===== src/hw/rtl/mie_pkg.sv =====
// Shared types and constants for the extended-Euclid modular inverse block.
package mie_pkg;

	localparam int IN_W      = 31;               // operand and remainder width
	localparam int INV_W     = 32;               // result coefficient field width
	localparam int DEF_WIDTH = 32;               // default coefficient datapath width
	localparam int DIV_STEPS = IN_W;             // one quotient bit per cycle
	localparam int CNT_W     = $clog2(DIV_STEPS);

	typedef struct packed {
		logic [IN_W-1:0] value_a;
		logic [IN_W-1:0] value_b;
	} req_t;

	typedef struct packed {
		logic signed [INV_W-1:0] inverse;
		logic [IN_W-1:0]         gcd_value;
	} res_t;

	// controller -> datapath
	typedef struct packed {
		logic load;      // capture operands, order them, seed coefficients
		logic div_init;  // clear partial remainder and product, load the dividend
		logic div_step;  // one restoring-division bit plus product accumulate
		logic update;    // shift the Euclid pair
		logic finish;    // fix sign, register result
	} cmd_t;

	// datapath -> controller
	typedef struct packed {
		logic r_cur_zero;
	} sts_t;

endpackage


===== src/hw/rtl/mie_dp.sv =====
// Datapath: remainder/coefficient registers, bit-serial divider and product accumulator.
module mie_dp import mie_pkg::*; #(
	parameter int WIDTH = DEF_WIDTH
) (
	input  logic clk,
	input  logic arst_n,
	input  req_t request,
	input  cmd_t cmd,
	output sts_t sts,
	output res_t result,
	output logic done
);

	logic [IN_W-1:0]  m_q, r_prev_q, r_cur_q, rem_q, dvd_q;
	logic [WIDTH-1:0] c_prev_q, c_cur_q, prod_q;
	res_t             res_q;
	logic             done_q;

	logic [IN_W:0]      trial;
	logic               qbit;
	logic [IN_W-1:0]    trial_sub;
	logic [WIDTH-1:0]   prod_next;
	logic [WIDTH-1:0]   c_fix;
	logic [WIDTH+IN_W-1:0]  m_ext;
	logic [WIDTH+INV_W-1:0] c_ext;
	logic               a_ge_b;

	assign a_ge_b = request.value_a >= request.value_b;

	// restoring division bit: shift in next dividend bit, subtract if it fits
	assign trial     = {rem_q, dvd_q[IN_W-1]};
	assign qbit      = trial >= {1'b0, r_cur_q};
	assign trial_sub = IN_W'(trial - {1'b0, r_cur_q});
	// quotient bits arrive MSB first, so product = 2*product + qbit*c_cur
	assign prod_next = {prod_q[WIDTH-2:0], 1'b0} + (qbit ? c_cur_q : '0);

	assign m_ext = {{WIDTH{1'b0}}, m_q};
	assign c_fix = c_prev_q[WIDTH-1] ? (c_prev_q + m_ext[WIDTH-1:0]) : c_prev_q;
	assign c_ext = {{INV_W{c_fix[WIDTH-1]}}, c_fix};

	always_ff @(posedge clk) begin
		if (cmd.load) begin
			m_q      <= a_ge_b ? request.value_a : request.value_b;
			r_prev_q <= a_ge_b ? request.value_a : request.value_b;
			r_cur_q  <= a_ge_b ? request.value_b : request.value_a;
			c_prev_q <= '0;
			c_cur_q  <= WIDTH'(1);
		end
		if (cmd.div_init) begin
			rem_q  <= '0;
			dvd_q  <= r_prev_q;
			prod_q <= '0;
		end
		if (cmd.div_step) begin
			rem_q  <= qbit ? trial_sub : trial[IN_W-1:0];
			dvd_q  <= {dvd_q[IN_W-2:0], 1'b0};
			prod_q <= prod_next;
		end
		if (cmd.update) begin
			r_prev_q <= r_cur_q;
			r_cur_q  <= rem_q;
			c_prev_q <= c_cur_q;
			c_cur_q  <= c_prev_q - prod_q;
		end
		if (cmd.finish) begin
			res_q.inverse   <= c_ext[INV_W-1:0];
			res_q.gcd_value <= r_prev_q;
		end
	end

	always_ff @(posedge clk or negedge arst_n) begin
		if (!arst_n) begin
			done_q <= 1'b0;
		end else begin
			done_q <= cmd.finish;
		end
	end

	assign sts.r_cur_zero = r_cur_q == '0;
	assign result         = res_q;
	assign done           = done_q;

endmodule


===== src/hw/rtl/mie_ctrl.sv =====
// Controller: sequences load, per-iteration divide and update, and finish.
module mie_ctrl import mie_pkg::*; (
	input  logic clk,
	input  logic arst_n,
	input  logic start,
	input  sts_t sts,
	output cmd_t cmd,
	output logic busy
);

	typedef enum logic [2:0] {
		ST_IDLE,
		ST_CHK,
		ST_DIV,
		ST_UPD,
		ST_FIN
	} state_t;

	state_t           state_q;
	logic [CNT_W-1:0] cnt_q;
	logic             busy_q;

	always_ff @(posedge clk or negedge arst_n) begin
		if (!arst_n) begin
			state_q <= ST_IDLE;
			cnt_q   <= '0;
			busy_q  <= 1'b0;
		end else begin
			unique case (state_q)
				ST_IDLE: begin
					if (start) begin
						state_q <= ST_CHK;
						busy_q  <= 1'b1;
					end
				end
				ST_CHK: begin
					cnt_q   <= '0;
					state_q <= sts.r_cur_zero ? ST_FIN : ST_DIV;
				end
				ST_DIV: begin
					cnt_q <= cnt_q + 1'b1;
					if (cnt_q == CNT_W'(DIV_STEPS - 1)) begin
						state_q <= ST_UPD;
					end
				end
				ST_UPD: begin
					state_q <= ST_CHK;
				end
				ST_FIN: begin
					state_q <= ST_IDLE;
					busy_q  <= 1'b0;
				end
				default: begin
					state_q <= ST_IDLE;
					busy_q  <= 1'b0;
				end
			endcase
		end
	end

	always_comb begin
		cmd.load     = (state_q == ST_IDLE) && start;
		cmd.div_init = (state_q == ST_CHK) && !sts.r_cur_zero;
		cmd.div_step = state_q == ST_DIV;
		cmd.update   = state_q == ST_UPD;
		cmd.finish   = state_q == ST_FIN;
	end

	assign busy = busy_q;

endmodule


===== src/hw/rtl/modular_inverse_ext_euclid.sv =====
// Top level of the extended-Euclid modular inverse block.
//
//   channel   signals                  direction  meaning
//   item in   start, busy, request     in / out   operands value_a, value_b
//   item out  done, result             out        inverse, gcd_value
//
// An item is taken at an edge where start is high and busy is low; busy rises
// on that same edge and stays high until the result is shown.
// Each item runs n Euclid iterations (at most 44 for 31-bit operands, a
// Fibonacci pair), then a last check and the finish. Each iteration is a
// check, the bit-serial divider over all 31 quotient bits (which also
// accumulates quotient*coefficient) and an update.
// done pulses for one cycle with result valid; the receiver cannot stall.
// busy falls on the edge that raises done, so a waiting item is taken at the
// edge that ends the done cycle.
// Reset (arst_n low, asynchronous) returns the controller to idle and clears
// busy and done; datapath payload registers are not reset.
module modular_inverse_ext_euclid import mie_pkg::*; #(
	parameter int WIDTH = DEF_WIDTH   // coefficient datapath width, 8..64
) (
	input  logic clk,
	input  logic arst_n,
	input  logic start,
	output logic busy,
	input  req_t request,
	output logic done,
	output res_t result
);

	cmd_t cmd;
	sts_t sts;

	// sequencing: idle -> (check -> divide x31 -> update)* -> check -> finish
	mie_ctrl u_ctrl (
		.clk    (clk),
		.arst_n (arst_n),
		.start  (start),
		.sts    (sts),
		.cmd    (cmd),
		.busy   (busy)
	);

	// remainders, coefficients, divider and result register
	mie_dp #(
		.WIDTH (WIDTH)
	) u_dp (
		.clk     (clk),
		.arst_n  (arst_n),
		.request (request),
		.cmd     (cmd),
		.sts     (sts),
		.result  (result),
		.done    (done)
	);

endmodule


===== config.mk =====
export PLATFORM = sky130hd
export DESIGN_NAME = modular_inverse_ext_euclid
export DESIGN_NICKNAME = d
export VERILOG_FILES = /design/src/hw/rtl/mie_pkg.sv /design/src/hw/rtl/mie_dp.sv /design/src/hw/rtl/mie_ctrl.sv /design/src/hw/rtl/modular_inverse_ext_euclid.sv
export SDC_FILE = /design/constraint.sdc
export NUM_CORES = 1
export LEC_CHECK = 0
export BUFFER_PORTS_ARGS = -buffer_cell sky130_fd_sc_hd__buf_2
export CELL_PAD_IN_SITES_DETAIL_PLACEMENT = 1
export CELL_PAD_IN_SITES_GLOBAL_PLACEMENT = 1
export CORE_MARGIN = 1
export CORE_UTILIZATION = 49
export DETAILED_ROUTE_END_ITERATION = 6
export GPL_TIMING_DRIVEN = 0
export HOLD_SLACK_MARGIN = 0.05
export PLACE_DENSITY = 0.88
export SLEW_MARGIN = 10
export SYNTH_ARGS = -nofsm -noshare
export SYNTH_HDL_FRONTEND = slang
export SYNTH_SLANG_ARGS = --single-unit
export TNS_END_PERCENT = 5

===== constraint.sdc =====
create_clock -name clk -period 14 [get_ports clk]
set_input_delay 1.4 -clock clk [delete_from_list [all_inputs] [get_ports clk]]
set_output_delay 1.4 -clock clk [all_outputs]
set_load 0.02 [all_outputs]

==> flow_metrics.py <==
metrics = {
    "detailed_routing": {
        "first_pass_iters": 5,
        "drt_first_iter_violations": 1606,
        "wl_per_cell_um": 26.5,
        "detail_route.wirelength_um": 72900,
        "drtAntennaViolNets": 0,
        "num_vias": 17633,
        "route.detailed.vias_per_inst": 6.41,
        "drc_errors": 0,
    },
    "pwr": {
        "power.static_leakage_nw": 9.78,
        "share_comb_of_total_power_pct": 55.7,
        "power_density_mw_per_mm2": 292,
        "power_frac_clock_pct": 16.2,
        "cellInternalPower_mw": 3.70,
        "worst_ir_drop_vdd_uv": 134,
        "switchingPower_mw": 3.18,
        "netSwitchingFraction_pct": 46.2,
        "seq_power_share_pct": 28.1,
    },
    "synth": {
        "synth.area.mux_share_pct": 4.91,
        "synth_enable_flop_cells": 313,
        "ys.warnings.count": 0,
        "ys_ff_latch": 324,
        "synth_xor_xnor_area_share_pct": 3.14,
        "main_combinational_cell_family_by_area_after_synthesis": "compound AO/OA/AOI/OAI gates",
        "synth_nets": 2233,
        "ys_async_sr_fraction_pct": 3.09,
        "synth_sequential_area_ratio_pct": 46.8,
        "synthesis.area_mm2": 0.0207,
        "synth-adder-area-share_pct": 9.83,
        "syn-instance-count": 2008,
        "synth_compound_area_share_pct": 17.8,
        "synth_cell_types": 88,
        "ys_dominant_reg_cell": "edfxtp_1",
        "synth.avg_cell_area_um2": 10.3,
        "yosys.area_share.simple_pct": 13.8,
    },
    "sta": {
        "timing_hold_violations_final": 0,
        "finalClockSkew_ns": 0.0181,
        "slew_headroom_pct": 28.8,
        "setup_tns_ns": 0,
        "timing_worst_slew_pin_value_ns": 1.07,
        "period_utilization_pct": 47.1,
        "fmax_ghz": 0.152,
        "slew_violations": 0,
        "post-route-min-period_ns": 6.60,
        "fin_hold_ws_ns": 0.456,
        "count_of_final_setup_violators": 0,
        "unrepaired_setup_endpoints_after_global_routing": "no",
    },
    "global_routing": {
        "grt_first_pass_wirelength_um": 110000,
        "grt_max_degree": 54,
        "antenna_found_initial": 4,
        "grt-ovfl-total": 0,
        "gr-usage-all-layers_pct": 33.5,
        "number_of_global_route_vias_before_repair": 18283,
    },
    "min_path": {
        "holdCritPathClass": "flop to flop",
    },
    "finish": {
        "drive_above_1_share_pct": 13.6,
        "fin_area_mm2": 0.0236,
        "layoutNonFillerInstCount": 2749,
        "sequential_cell_area_mm2": 0.00967,
        "areaGrowthSynthToFinish_pct": 14.0,
        "n_fill_cell": 4502,
        "multi_input_combinational_cell_area_mm2": 0.0103,
        "final_core_util_pct": 57.2,
        "nNetsFinal": 2410,
    },
    "worst_setup_path": {
        "crit_path_cell_trace": "inv_1 > ha_1 > fa_1 > nor2b_1 > o31a_1 > o211ai_2 > nand2_2 > o21a_1 > a211o_1 > clkbuf_1 > and2_1 > ha_1 > fa_1 > a211oi_1 > o21bai_1 > o211ai_1 > a21oi_1 > a21oi_1 > o21ai_0 > a41oi_1 > mux2i_1",
        "worst_path_dominant_cell_family": "compound AO/OA/AOI/OAI gates",
        "endpoint_kind": "flop",
        "timing_worst_setup_path_type": "flop to flop",
        "cp_data_arrival_time_ns": 7.02,
        "startpoint_type": "flop",
        "critPathMaxFanout": 10,
        "cp_slowest_cell": "edfxtp_1",
        "cpPeakStageDelay_ns": 0.55,
        "crit_required_ns": 14.43,
        "worstPathBufferInverterCount": 2,
    },
    "clock_network": {
        "ctsRootBufferMaster": "clkbuf_16",
        "clkSinkCount": 324,
        "worst_skew_pair.late_latency_ns": 0.59,
        "postCtsHoldBufs": 0,
        "ctsLongestPathBuffers": 3,
        "cts_tree": "yes",
        "numCtsBuffers": 38,
        "cts_repair_resize_count": 0,
        "maximum_level_of_the_cts_h_tree": 2,
        "clk_pin_slew_worst_paths_ns": 0.06,
        "postCtsSetupBuffers": 0,
    },
    "floorplan": {
        "dieHeight_um": 207,
        "starting_utilization_of_the_core_area_pct": 50.2,
        "row_count": 74,
        "die_area_mm2": 0.0430,
        "io_pins": 130,
        "dieWidth_um": 207,
        "fp.coreArea_mm2": 0.0412,
    },
    "placement": {
        "gpl.final_weighted_congestion": 0.970,
        "port-buffer-count": 129,
        "dp.cells": 2677,
        "placed_area_mm2": 0.0222,
        "place_hpwl_um": 54800,
    },
    "status": {
        "run_status": "completed",
    },
    "job": {
        "max_cap_viol_count": 0,
    },
}
metrics by stage:
stage,setup slack (ns),power [mW]
floorplan,2.92,4.47
global placement,-1.91,5.44
detailed placement,7.68,5.61
CTS,7.56,6.79
global route,7.17,7.23
finish,7.40,6.88
layout make-up:
cell class                      count  area share, %
Multi-Input combinational cell   1483           43.5
Clock inverter                     25           1.64
Inverter                          131           2.09
Antenna cell                        5         0.0531
Timing Repair Buffer              137           3.49
Buffer                             70           1.26
Tap cell                          532           2.82
Sequential cell                   324           41.0
Clock buffer                       42           4.10
metal layers:
metal  GRT usage, %  vias up  share of wire (%)
met3           5.92      199                7.9
met2           54.1      811                 46
met1           43.3     8819                 41
met4           16.9        0                5.1
met5              0        -                  0
li1               -     7804                  -
Yosys cell counts, drive strengths merged, types with 23 or more instances:
cell type / count / share of area (%)
nand2b: 23 / 0.70
a21oi: 201 / 4.9
xnor2: 43 / 1.8
nand3: 36 / 0.87
o21ai: 100 / 2.4
nand2: 183 / 3.3
nor2: 137 / 2.5
and2: 72 / 2.2
clkbuf: 55 / 1.0
ha: 156 / 9.4
nor3: 38 / 0.92
mux2: 76 / 4.1
a21o: 68 / 2.5
a211oi: 27 / 1.0
a22o: 30 / 1.3
edfxtp: 313 / 45
inv: 131 / 2.4
xor2: 31 / 1.3
worst register-to-register path, delay by kind of cell (launching register included):
family,cells,cell delay [ns]
flip-flops,1,0.55
AO/OA/AOI/OAI,11,3.48
multiplexers,1,0.23
AND/OR/NAND/NOR,3,0.59
adder cells (fa/ha/maj),4,1.09
buffers and inverters,2,0.50
path summary, 6_finish.rpt:
kind / start / endpoint / slack [ns] / cells past startpoint
setup reg to reg: u_dp.dvd_q[30]$_DFFE_PP_ / u_dp.prod_q[25]$_SDFFCE_PN0P_ / 7.40 / 21
hold / removal: u_dp.r_prev_q[24]$_DFFE_PP_ / u_dp.result[24]$_DFFE_PP_ / 0.46 / 0
hold reg to reg: u_dp.r_prev_q[24]$_DFFE_PP_ / u_dp.result[24]$_DFFE_PP_ / 0.46 / 0
min in group asynchronous: arst_n / u_ctrl.state_q[0]$_DFFE_PN0P_ / 0.67 / 1
setup / recovery: u_dp.dvd_q[30]$_DFFE_PP_ / u_dp.prod_q[25]$_SDFFCE_PN0P_ / 7.40 / 21
max in group asynchronous: arst_n / u_ctrl.cnt_q[2]$_DFFE_PN0P_ / 13.13 / 1
cells in the final DEF (no fill, tap or decap), drive strengths merged, types with 43 or more instances in the layout:
master / Yosys / routed
edfxtp: 313 / 313
a21oi: 201 / 201
nand2: 183 / 183
ha: 156 / 156
buf: 15 / 152
nor2: 137 / 137
inv: 131 / 133
o21ai: 100 / 100
clkbuf: 55 / 97
mux2: 76 / 76
and2: 72 / 72
a21o: 68 / 68
xnor2: 43 / 43
state kept, by name (all words and copies together), names as in the netlist:
register and flops:
u_ctrl.cnt_q 5, u_dp.done 1, u_ctrl.busy 1, u_dp.prod_q 32, u_dp.m_q 31, u_dp.r_prev_q 31, u_dp.result 63, u_ctrl.state_q 3
u_dp.c_prev_q 32, u_dp.dvd_q 31, u_dp.r_cur_q 31, u_dp.rem_q 31, u_dp.c_cur_q 32
power by group through the flow:
| stage | registers, mW | logic, mW | clock network [mW] |
|---|---|---|---|
| after CTS | 1.92 | 3.75 | 1.12 |
| after floorplan | 1.85 | 2.63 | 0 |
| after global placement | 2.04 | 3.41 | 0 |
| after global routing | 1.95 | 4.13 | 1.14 |
| final | 1.94 | 3.83 | 1.11 |
| after detailed placement | 1.93 | 3.68 | 0 |
logic make-up after synthesis:
family                   after synthesis
AND/OR/NAND/NOR                      590
buffers and inverters                201
adder cells (fa/ha/maj)              160
multiplexers                          92
XOR/XNOR                              74
AO/OA/AOI/OAI                        567
flip-flops                           324
(Power assumes the default switching activity.)
